--- src/rtl/pts_pkg.sv ---
`timescale 1ns / 1ps
// ----------------------------------------------------------------------------
// pts_pkg: shared types and constants for the priority task scheduler
// Slot and level sizing, task status codes, operation codes, payload
// structs and the per-slot record kept in the task memory.
// ----------------------------------------------------------------------------
package pts_pkg;

  localparam int TASK_SLOTS = 64;
  localparam int LEVELS     = 5;
  localparam int CFG_REGS   = 5;
  localparam int QDEPTH     = 2;

  localparam int SW  = $clog2(TASK_SLOTS);      // slot index width
  localparam int PW  = $clog2(TASK_SLOTS + 1);  // link width, holds the empty marker
  localparam int LVW = $clog2(LEVELS);          // level array index width

  localparam logic [PW-1:0] NIL = PW'(TASK_SLOTS);
  localparam logic [2:0] NORMAL_LEVEL = (LEVELS > 2) ? 3'd2 : 3'(LEVELS - 1);

  // request mode codes
  localparam logic [2:0] MODE_TICK   = 3'd0;
  localparam logic [2:0] MODE_READY  = 3'd1;
  localparam logic [2:0] MODE_YIELD  = 3'd2;
  localparam logic [2:0] MODE_SLEEP  = 3'd3;
  localparam logic [2:0] MODE_EXIT   = 3'd4;
  localparam logic [2:0] MODE_SETPRI = 3'd5;

  // task status codes
  localparam logic [2:0] ST_FREE  = 3'd0;
  localparam logic [2:0] ST_READY = 3'd1;
  localparam logic [2:0] ST_RUN   = 3'd2;
  localparam logic [2:0] ST_SLEEP = 3'd3;
  localparam logic [2:0] ST_TERM  = 3'd4;

  typedef enum logic [2:0] {
    OP_TICK, OP_READY, OP_YIELD, OP_SLEEP, OP_EXIT, OP_SETPRI, OP_NOP
  } op_t;

  typedef struct packed {
    logic [2:0]  mode;
    logic [5:0]  task_req;
    logic [2:0]  priority_req;
    logic [63:0] now_us;
    logic [31:0] sleep_us;
  } in_t;

  typedef struct packed {
    logic [5:0]  running_task;
    logic        switched;
    logic [2:0]  running_priority;
    logic [23:0] slice_left;
    logic        accepted;
  } out_t;

  // classified request as it travels through the queue
  typedef struct packed {
    op_t         op;
    logic [5:0]  slot;
    logic        req_ok;
    logic [2:0]  level;
    logic        plain;   // behaves as a plain yield
    logic [63:0] now;
    logic [63:0] wake;    // saturated wake time for sleep
  } cmd_t;

  typedef struct packed {
    logic [2:0]  status;
    logic [2:0]  level;
    logic [23:0] slice;
    logic [23:0] quantum;
  } rec_t;

  function automatic logic [23:0] quantum_reset(input int lv);
    logic [23:0] q;
    case (lv)
      0:       q = 24'd1000;
      1:       q = 24'd4000;
      2:       q = 24'd6000;
      3:       q = 24'd8000;
      default: q = 24'd12000;
    endcase
    return q;
  endfunction

endpackage

--- src/rtl/pts_front.sv ---
`timescale 1ns / 1ps
// ----------------------------------------------------------------------------
// pts_front: request intake and classification
// Accepts requests, decodes the mode, maps the level and precomputes the
// saturated wake time before the request enters the queue.
// ----------------------------------------------------------------------------
module pts_front (
  input  logic           in_valid,
  output logic           in_ready,
  input  pts_pkg::in_t   in_data,
  input  logic           q_full,
  input  logic           clearing,
  output logic           push,
  output pts_pkg::cmd_t  cmd
);
  import pts_pkg::*;

  logic [64:0] wake_sum;

  assign in_ready = !q_full && !clearing;
  assign push     = in_valid && in_ready;
  assign wake_sum = {1'b0, in_data.now_us} + {33'd0, in_data.sleep_us};

  always_comb begin
    unique case (in_data.mode)
      MODE_TICK:   cmd.op = OP_TICK;
      MODE_READY:  cmd.op = OP_READY;
      MODE_YIELD:  cmd.op = OP_YIELD;
      MODE_SLEEP:  cmd.op = OP_SLEEP;
      MODE_EXIT:   cmd.op = OP_EXIT;
      MODE_SETPRI: cmd.op = OP_SETPRI;
      default:     cmd.op = OP_NOP;
    endcase
    cmd.slot   = in_data.task_req;
    cmd.req_ok = (32'(in_data.task_req) < 32'(TASK_SLOTS));
    cmd.level  = (32'(in_data.priority_req) < 32'(LEVELS)) ? in_data.priority_req
                                                            : NORMAL_LEVEL;
    cmd.plain  = (in_data.mode == MODE_YIELD) || (in_data.sleep_us == '0);
    cmd.now    = in_data.now_us;
    // wake time saturates at all ones
    cmd.wake   = wake_sum[64] ? '1 : wake_sum[63:0];
  end

endmodule

--- config.mk ---
export PLATFORM = sky130hd
export DESIGN_NAME = pts_front
export DESIGN_NICKNAME = d
export VERILOG_FILES = /design/src/rtl/pts_pkg.sv /design/src/rtl/pts_front.sv
export SDC_FILE = /design/constraint.sdc
export NUM_CORES = 1
export LEC_CHECK = 0
export ABC_AREA = 1
export BUFFER_PORTS_ARGS = -buffer_cell sky130_fd_sc_hd__buf_2
export CAP_MARGIN = 30
export CORE_ASPECT_RATIO = 0.5
export CORE_MARGIN = 5
export CORE_UTILIZATION = 30
export DETAILED_ROUTE_END_ITERATION = 10
export GPL_ROUTABILITY_DRIVEN = 0
export SLEW_MARGIN = 20
export SYNTH_ARGS = -nofsm -noshare
export SYNTH_HDL_FRONTEND = slang
export SYNTH_SLANG_ARGS = --single-unit
--- constraint.sdc ---
create_clock -name vclk -period 4.1
set_input_delay 0.82 -clock vclk [all_inputs]
set_output_delay 0.82 -clock vclk [all_outputs]
set_load 0.1 [all_outputs]
### Word-level counts from Yosys, hierarchy flattened

Cells that the tools add are included.

* bits in registers: 0
* bits of input ports: 111
* output and inout port bits: 144
* word-level logic and storage cells: 17

* add/subtract/negate cells: 1
* magnitude comparators: 1
* equal/unequal tests: 5
* mux-type cells: 3
* reductions and logical operators: 7

Operators by type and width (count)
* $add A64 B32 Y65: 1
* $mux W64: 1
* $logic_not A32 Y1: 1
* $pmux W3 S6: 1
* $eq A3 B2 Y1 const B: 2
* $eq A3 B3 Y1 const B: 2
* $eq A3 B1 Y1 const B: 1
* $logic_not A3 Y1: 1
* $lt A3 B3 Y1 const B: 1
* $mux W3: 1
* $logic_and A1 B1 Y1: 2
* $logic_not A1 Y1: 2
* $logic_or A1 B1 Y1: 1

### Depth between registers and ports, before layout

* word-level depth: 3
* depth in mapped cells: 14
* gate-level depth less buffers: 14

### Worst setup path before layout

OpenSTA, ideal clock, no wires.

* kind: input port to output port
* from: input in_data[0] (netlist bit)
* to: output cmd[48] (netlist bit)
* arrival time: 4.190 ns
* path slack: -0.910 ns
* cell stages on the path: 11
* path buffers: 0
* cells stage by stage: ha_1 fa_1 nand3_1 nand3_2 nand2_1 nand2_2 nand3_1 nand2_2 nand3_2 nand2_2 o21ai_0

RTL lines
* from (decl): line pts_front.sv:10 `input pts_pkg::in_t in_data,`
* to (decl): line pts_front.sv:14 `output pts_pkg::cmd_t cmd`

==> results.json <==
{
  "setup_viol": 0,
  "synth.avg_cell_area_sq_um": 4.967,
  "end_kind": "output pin",
  "drive_gt1_share_pct": 24.64,
  "path_buf_inv": 3,
  "routedWlPerCell_um": 14.38,
  "combPwrFrac_pct": 100.0,
  "switching_share_pct": 81.20,
  "min_path_type": "in2out",
  "grt_max_degree": 27,
  "syn_area_sq_um": 5295,
  "intPower_uw": 315.2,
  "crit_top_cell": "nand2_1",
  "hold_buffers": 0,
  "area_growth_pct": 21.95,
  "max_freq_mhz": 253.6,
  "drv_slew": 0,
  "critPathLaunchType": "input port",
  "portBuffers": 242,
  "max_stage_delay_ns": 0.45,
  "crit_family": "simple AND/OR/NAND/NOR gates",
  "grt_pass1_wl_mm": 32.39,
  "pin_count": 255,
  "antenna_cells": 0,
  "fin_ws_ns": 0.1562,
  "hpwl_mm": 19.29,
  "die_x_um": 197.9,
  "drtAntennaViolNets": 0,
  "fp-row-count": 34,
  "synthTopCellsByCount": "nand2_1 (400), inv_1 (221), nand3_1 (79), nor2_1 (79), buf_4 (71)",
  "dieArea_sq_um": 20570,
  "synth_cell_types": 39,
  "seq_cells": 0,
  "core-area_sq_um": 17360,
  "final_nets": 1380,
  "grt_pass1_vias": 6238,
  "ir_drop_v": 0.0002547,
  "status": "finished clean",
  "post_cts_buffers": 0,
  "powerDensity_nw_per_um2": 259.7,
  "yosys.area.top_type": "nand2_1",
  "crit_type": "in2out",
  "required_ns": 3.28,
  "grt_overflow": 0,
  "antenna_found_initial": 0,
  "synth_fp_nets": 1210,
  "ys_seq_area_share_pct": 0,
  "worstMarginPinSlew_ns": 0.6352,
  "cp_cell_sequence": "buf_2 > ha_1 > fa_1 > nand3_1 > nand3_2 > nand2_1 > nand2_1 > nand2_1 > nand2_1 > nand2_1 > nand2_1 > inv_1 > nand2_1 > nand3_1 > buf_2",
  "power.switching_mw": 1.362,
  "regArea_sq_um": 0,
  "power_frac_seq_pct": 0,
  "vias_per_cell": 4.666,
  "post_cts_resized": 0,
  "worst-path-max-fanout": 3,
  "maxCapViolCount": 0,
  "fin_crit_sh_pct": 96.19,
  "drc": 0,
  "min_period_ns": 3.944,
  "ys_top_cells_by_area": "nand2_1 (28%), inv_1 (16%), buf_4 (10%), ha_1 (7.6%), nand3_1 (7.5%)",
  "arrival_ns": 3.12,
  "yosysMostFrequentCell": "nand2_1",
  "grt_util_all_layers_pct": 19.13,
  "initial_core_util_pct": 30.51,
  "wl_mm": 21.11,
  "p_clk_share_pct": 0,
  "dr.pass1.iters": 5,
  "syn_inst": 1066,
  "max-slew-margin-rel_pct": 57.33,
  "nClkBuffers": 0,
  "drtIter0Drc": 375,
  "dp_slack_ns": 0.1466,
  "die_y_um": 103.9,
  "leakagePower_nw": 4.284,
  "yosys_warnings": 0,
  "finalHoldViolCount": 0,
  "critPathSlowestCell": "fa_1",
  "synth_top_area_share_pct": 28.36,
  "finalPower_mw": 1.677,
  "vias": 6849
}
layer usage:
metal	global-route usage (%)	vias up	share of wire [%]	wire [um]
li1	-	3524	-	-
met1	26.02	3052	45	9484
met2	34.41	257	47	9896
met3	1.294	16	7.4	1561
met4	1.621	0	0.78	165
met5	0	-	0	0
layout make-up:
| type | count | area [sq um] |
|---|---|---|
| Tap cell | 234 | 292.8 |
| Fill cell | 2045 | 10900 |
| Inverter | 228 | 855.8 |
| Multi-Input combinational cell | 760 | 3855 |
| Timing Repair Buffer | 246 | 1454 |
kinds of logic (layout without fill, tap and decap cells):
family	after synthesis	after routing	synth area share, %
adder cells (fa/ha/maj)	33	33	7.939
other	1	1	0.07082
XOR/XNOR	22	22	3.639
buffers and inverters	306	474	27.43
AND/OR/NAND/NOR	666	666	56.78
AO/OA/AOI/OAI	38	38	4.135
metrics by stage:
step	setup TNS [ns]	hold WS, ns	area, sq um	cells	utilization, %
after floorplan	0	1.852	5299	1066	-
after global placement	0	1.641	6429	1468	37.04
after detailed placement	0	1.641	6429	1468	37.04
after CTS	0	1.641	6429	1468	37.04
after global routing	-0.001712	1.640	6457	1468	37.20
final	0	1.640	6457	1468	37.20
power groups by stage:
stage                     clock network, mW  registers, mW  logic (mW)
after floorplan                           0              0        1.38
after global placement                    0              0        1.67
after detailed placement                  0              0        1.68
after CTS                                 0              0        1.68
after global routing                      0              0        1.77
final                                     0              0        1.68
worst paths after layout:
check                       to  depth (start not counted)    startpoint
worst max-delay path   cmd[22]                         15    in_data[0]
worst min-delay path  cmd[134]                          0  in_data[100]
layout by cell type, fill, tap and decap left out, types with 2 or more instances in the layout:
| cell type | instances |
|---|---|
| nand4_1 | 16 |
| a21oi_1 | 21 |
| xor2_1 | 21 |
| nand3_1 | 79 |
| nor3b_1 | 3 |
| nor2_1 | 79 |
| and2_1 | 2 |
| inv_1 | 221 |
| o21bai_1 | 5 |
| inv_2 | 6 |
| or2_0 | 5 |
| buf_4 | 7 |
| nor2_4 | 5 |
| nand2_2 | 8 |
| nor4_1 | 9 |
| buf_2 | 222 |
| nor2_2 | 5 |
| nand3_2 | 24 |
| buf_12 | 13 |
| o21ai_0 | 5 |
| clkbuf_4 | 4 |
| nand2_1 | 400 |
| nor3_2 | 2 |
| nand3b_1 | 4 |
| ha_1 | 32 |
| nor3_1 | 20 |
No activity file was read; power rests on OpenSTA's default activity.
