**config.mk**
```make
export PLATFORM = sky130hd
export DESIGN_NAME = pts_fifo
export DESIGN_NICKNAME = d
export VERILOG_FILES = /design/src/rtl/pts_pkg.sv /design/src/rtl/pts_fifo.sv
export SDC_FILE = /design/constraint.sdc
export NUM_CORES = 1
export LEC_CHECK = 0
export BUFFER_PORTS_ARGS = -buffer_cell sky130_fd_sc_hd__buf_2
export CAP_MARGIN = 20
export CORE_MARGIN = 2
export CORE_UTILIZATION = 35
export DETAILED_ROUTE_END_ITERATION = 10
export PLACE_DENSITY = 0.66
export SETUP_SLACK_MARGIN = 0.5
export SLEW_MARGIN = 20
export SYNTH_ARGS = -nofsm -noshare
export SYNTH_HDL_FRONTEND = slang
export SYNTH_SLANG_ARGS = --single-unit
```
**constraint.sdc**
```tcl
create_clock -name clk -period 13.1 [get_ports clk]
set_input_delay 0.655 -clock clk [delete_from_list [all_inputs] [get_ports clk]]
set_output_delay 0.655 -clock clk [all_outputs]
set_load 0.05 [all_outputs]
```
**src/rtl/pts_pkg.sv**
```systemverilog
`timescale 1ns / 1ps
// ----------------------------------------------------------------------------
// pts_pkg: shared types and constants for the priority task scheduler
// Slot and level sizing, task status codes, operation codes, payload
// structs and the per-slot record kept in the task memory.
// ----------------------------------------------------------------------------
package pts_pkg;

  localparam int TASK_SLOTS = 64;
  localparam int LEVELS     = 5;
  localparam int CFG_REGS   = 5;
  localparam int QDEPTH     = 2;

  localparam int SW  = $clog2(TASK_SLOTS);      // slot index width
  localparam int PW  = $clog2(TASK_SLOTS + 1);  // link width, holds the empty marker
  localparam int LVW = $clog2(LEVELS);          // level array index width

  localparam logic [PW-1:0] NIL = PW'(TASK_SLOTS);
  localparam logic [2:0] NORMAL_LEVEL = (LEVELS > 2) ? 3'd2 : 3'(LEVELS - 1);

  // request mode codes
  localparam logic [2:0] MODE_TICK   = 3'd0;
  localparam logic [2:0] MODE_READY  = 3'd1;
  localparam logic [2:0] MODE_YIELD  = 3'd2;
  localparam logic [2:0] MODE_SLEEP  = 3'd3;
  localparam logic [2:0] MODE_EXIT   = 3'd4;
  localparam logic [2:0] MODE_SETPRI = 3'd5;

  // task status codes
  localparam logic [2:0] ST_FREE  = 3'd0;
  localparam logic [2:0] ST_READY = 3'd1;
  localparam logic [2:0] ST_RUN   = 3'd2;
  localparam logic [2:0] ST_SLEEP = 3'd3;
  localparam logic [2:0] ST_TERM  = 3'd4;

  typedef enum logic [2:0] {
    OP_TICK, OP_READY, OP_YIELD, OP_SLEEP, OP_EXIT, OP_SETPRI, OP_NOP
  } op_t;

  typedef struct packed {
    logic [2:0]  mode;
    logic [5:0]  task_req;
    logic [2:0]  priority_req;
    logic [63:0] now_us;
    logic [31:0] sleep_us;
  } in_t;

  typedef struct packed {
    logic [5:0]  running_task;
    logic        switched;
    logic [2:0]  running_priority;
    logic [23:0] slice_left;
    logic        accepted;
  } out_t;

  // classified request as it travels through the queue
  typedef struct packed {
    op_t         op;
    logic [5:0]  slot;
    logic        req_ok;
    logic [2:0]  level;
    logic        plain;   // behaves as a plain yield
    logic [63:0] now;
    logic [63:0] wake;    // saturated wake time for sleep
  } cmd_t;

  typedef struct packed {
    logic [2:0]  status;
    logic [2:0]  level;
    logic [23:0] slice;
    logic [23:0] quantum;
  } rec_t;

  function automatic logic [23:0] quantum_reset(input int lv);
    logic [23:0] q;
    case (lv)
      0:       q = 24'd1000;
      1:       q = 24'd4000;
      2:       q = 24'd6000;
      3:       q = 24'd8000;
      default: q = 24'd12000;
    endcase
    return q;
  endfunction

endpackage

```
**src/rtl/pts_fifo.sv**
```systemverilog
`timescale 1ns / 1ps
// ----------------------------------------------------------------------------
// pts_fifo: request queue between front end and scheduler engine
// Small register FIFO of classified requests.
// ----------------------------------------------------------------------------
module pts_fifo (
  input  logic           clk,
  input  logic           rst_n,
  input  logic           push,
  input  pts_pkg::cmd_t  wdata,
  output logic           full,
  input  logic           pop,
  output logic           valid,
  output pts_pkg::cmd_t  rdata
);
  import pts_pkg::*;

  localparam int AW = (QDEPTH > 1) ? $clog2(QDEPTH) : 1;
  localparam int CW = $clog2(QDEPTH + 1);

  cmd_t          mem_r [QDEPTH];
  logic [AW-1:0] wp_r, wp_nxt, rp_r, rp_nxt;
  logic [CW-1:0] cnt_r, cnt_nxt;

  assign full  = (cnt_r == CW'(QDEPTH));
  assign valid = (cnt_r != '0);
  assign rdata = mem_r[rp_r];

  // pointer and fill count
  always_comb begin
    wp_nxt  = wp_r;
    rp_nxt  = rp_r;
    cnt_nxt = cnt_r;
    if (push) begin
      wp_nxt = (wp_r == AW'(QDEPTH - 1)) ? '0 : wp_r + 1'b1;
    end
    if (pop) begin
      rp_nxt = (rp_r == AW'(QDEPTH - 1)) ? '0 : rp_r + 1'b1;
    end
    if (push && !pop) begin
      cnt_nxt = cnt_r + 1'b1;
    end else if (pop && !push) begin
      cnt_nxt = cnt_r - 1'b1;
    end
  end

  always_ff @(posedge clk) begin
    if (!rst_n) begin
      wp_r  <= '0;
      rp_r  <= '0;
      cnt_r <= '0;
    end else begin
      wp_r  <= wp_nxt;
      rp_r  <= rp_nxt;
      cnt_r <= cnt_nxt;
    end
  end

  always_ff @(posedge clk) begin
    if (push) begin
      mem_r[wp_r] <= wdata;
    end
  end

endmodule

```
; Word-level counts from Yosys, hierarchy flattened
; Memories as Yosys holds them, arrays and structs flattened. A register that Yosys moved wholly into a read port is not among the register bits.
; Cells that the tools add are included.
[word_totals]
out_inout_bits = 144
register_bits = 4
memories = 1
mem_bits_rw = 284
inputBits = 146
[memory_table]
columns = name, depth, word_bits, rd, rd_clocked_by_memory_dff, wr, line_no
row1 = mem_r, 2, 142, 1, 1, 1, pts_fifo.sv:21  ; cmd_t mem_r [QDEPTH];
[op_classes]
addsub = 4
n_reduce_logical = 6
n_eq_ne = 1
n_mux = 8
[op_table]
columns = op, count
row1 = 2-to-1 mux 1 bit, 6
row2 = 2-to-1 mux 2 bit, 2
row3 = nonzero test 2 bit, 2
row4 = adder 1 bit (second input constant), 2
row5 = adder 2 x 1 -> 2 bit (second input constant), 1
row6 = equality test 2 bit (second input constant), 1
row7 = logical AND 1 bit, 2
row8 = logical NOT 1 bit, 2
row9 = subtractor 2 x 1 -> 2 bit (second input constant), 1

; Longest topological paths before layout
[depth]
word_depth = 4
ltp_mapped = 5

; Worst setup path before layout
; OpenSTA, ideal clock, no wires.
[synth_path]
kind = input to register
start = in push
end = mem mem_r[0][0] (netlist bit), enable pin
n_path_buf = 0
setup_ns = 0.662
path_stages = 1
arrival_time_ns = 6.832
path_slack_ns = 5.606
cell_sequence = nor2b_1
[synth_via]
elab_chain_len = 2
[synth_lines]
columns = element, line_no
row1 = "start, declared", pts_fifo.sv:9  ; input logic push,
row2 = 2-to-1 mux 1 bit, pts_fifo.sv:60  ; if (push) begin
row3 = 2-to-1 mux 1 bit (implied by the code), pts_fifo.sv:61  ; mem_r[wp_r] <= wdata;
row4 = "end, declared", pts_fifo.sv:21
; No other way between the ends.

==> flow_summary.json <==
{
  "fin_worst_skew_ns": 0.02281,
  "slew_headroom_pct": 33.99,
  "synth_top_area_share_pct": 79.04,
  "grt_overflow": 0,
  "fin_crit_sh_pct": 26.20,
  "crit_arrival_ns": 2.78,
  "port-buffer-count": 289,
  "grt_pass1_vias": 5606,
  "hpwl_um": 13330,
  "slew_violations": 0,
  "final_hold_viol_count": 0,
  "grt_setup_unrepaired": "no",
  "antenna_found_initial": 5,
  "clockBufferDepth": 3,
  "track_usage_pct": 12.08,
  "yosysTopAreaCell": "edfxtp_1",
  "synth.distinct_cells": 17,
  "netlist_area_um2": 10790,
  "io_pins": 290,
  "cts_made_buffers": 30,
  "synthCells": 464,
  "first_iter_violations": 236,
  "globalplace.congestion": 0.7365,
  "synth.avg_cell_area_um2": 23.25,
  "grt_pass1_wl_um": 30990,
  "area_growth_pct": 26.49,
  "vias": 5367,
  "wl_per_cell_um": 16.98,
  "max_cap_violations": 0,
  "cts_hold_buf": 0,
  "cts_root_buf": "clkbuf_16",
  "final.min_clock_period_ns": 3.433,
  "synth_seq_cells": 289,
  "mostFrequentLayoutCells": "289 x buf_2, 284 x edfxtp_1, 80 x mux2_4",
  "holdWs_ns": 0.2915,
  "max_freq_mhz": 291.3,
  "synthTopCellsByArea": "edfxtp_1 79%, mux2_4 11%, mux2_2 6.5%, buf_6 1.0%, dfxtp_1 0.93%",
  "cts_tree": "done",
  "worstPathMaxFanout": 60,
  "wl_um": 20380,
  "ant_nets": 0,
  "die-area_um2": 32250,
  "cts-resized-gates": 0,
  "final_common_cell": "buf_2",
  "htree_levels": 1,
  "numClockSinks": 289,
  "worst_setup_path_end_kind": "primary output",
  "path_clk_slew_ns": 0.06,
  "critPathRequiredTime_ns": 12.44,
  "die_h_um": 179.6,
  "fin_nets": 923,
  "grt_max_degree": 77,
  "via_per_inst": 4.473,
  "fp.dieW_um": 179.6,
  "hold_class": "in -> reg",
  "drc": 0,
  "crit_type": "reg -> out",
  "status": "finished clean",
  "core_um2": 30510,
  "leakagePower_uw": 0.005258,
  "syn-num-nets": 611,
  "yosys_warnings": 0,
  "final_util_pct": 44.73,
  "drive_gt1_share_pct": 60.62,
  "start_kind": "flip-flop",
  "max-vdd-ir-drop_mv": 0.1123,
  "postCtsSetupBuffers": 0,
  "rows": 64,
  "setup_violations": 0,
  "p_per_area_nw_per_um2": 165.7,
  "initial_core_util_pct": 35.36,
  "clk-insertion-delay-late_ns": 0.55,
  "first_pass_iters": 4,
  "worst_pin_slew_ns": 0.9901,
  "seq_area_frac_synth_pct": 79.97,
  "fin_tns_setup_ns": 0
}
-- critical path: stages, from the launching register on --
cell and delay (ns):
dfxtp_4 0.69, buf_4 0.81, mux2_2 0.43, buf_2 0.21
-- kinds of logic (layout without fill, tap and decap cells) --
logic type / Yosys count / after routing / share of synthesized area [%]
fa+ha+maj: 1 / 1 / 0.1160
buf+inv: 17 / 353 / 1.357
mux: 142 / 142 / 17.60
xor+xnor: 3 / 3 / 0.2436
compound gates: 3 / 3 / 0.1856
other cells: 0 / 4 / 0
simple gates: 9 / 9 / 0.5219
flops: 289 / 289 / 79.97
-- final cells by class --
class	count	area (um^2)
Fill cell	2677	16860
Sequential cell	289	8632
Multi-Input combinational cell	158	2024
Timing Repair Buffer	296	1519
Clock buffer	36	794.5
Tap cell	396	495.5
Clock inverter	20	167.7
Antenna cell	4	10.01
Inverter	1	3.754
-- report_power, final --
part / switching (uW) / internal, uW
Sequential: 16.0 / 1070
Clock: 327 / 488
Combinational: 247 / 113
-- synthesized netlist by cell type --
library cell    n
or2_2           1
mux2_4         80
xor2_1          2
buf_2           6
edfxtp_1      284
nor2b_1         3
a21boi_0        1
ha_1            1
mux2_2         62
o21a_1          1
or3_1           1
dfxtp_1         5
xnor2_1         1
o21ai_0         1
buf_6          10
and2_1          4
inv_1           1
-- worst paths after layout --
check / endpoint / cells after the start / slack, ns / start
worst max register to register: mem_r[1][80] / 2 / 11.28 / wp_r
worst min register to register: cnt_r[1] / 2 / 0.53 / cnt_r[1]
worst max-delay path: rdata[20] / 3 / 9.67 / flip-flop
worst min-delay path: mem_r[1][135] / 1 / 0.29 / wdata[135]
-- state kept, by name (all words and copies together) (netlist names), named ones only --
register / cells
mem_r: 284
rp_r: 1
cnt_r: 2
wp_r: 1
-- routing by layer --
layer / up-vias / track usage [%] / wire length (um)
met5: - / 0 / 20
met4: 2 / 4.163 / 603
met3: 50 / 4.194 / 1680
met2: 214 / 20.61 / 10060
met1: 2626 / 14.20 / 8015
li1: 2475 / - / -
-- stage by stage --
step                setup WS (ns)  cells  area [um^2]  power, uW
floorplan                   5.606    464        10790       1390
CTS                         9.580   1195        13610       2295
finish                      9.667   1200        13650       2261
global route                9.493   1198        13640       2344
global placement            10.20   1139        12650       1463
detailed placement          10.18   1139        12650       1469
(Power assumes the default switching activity.)
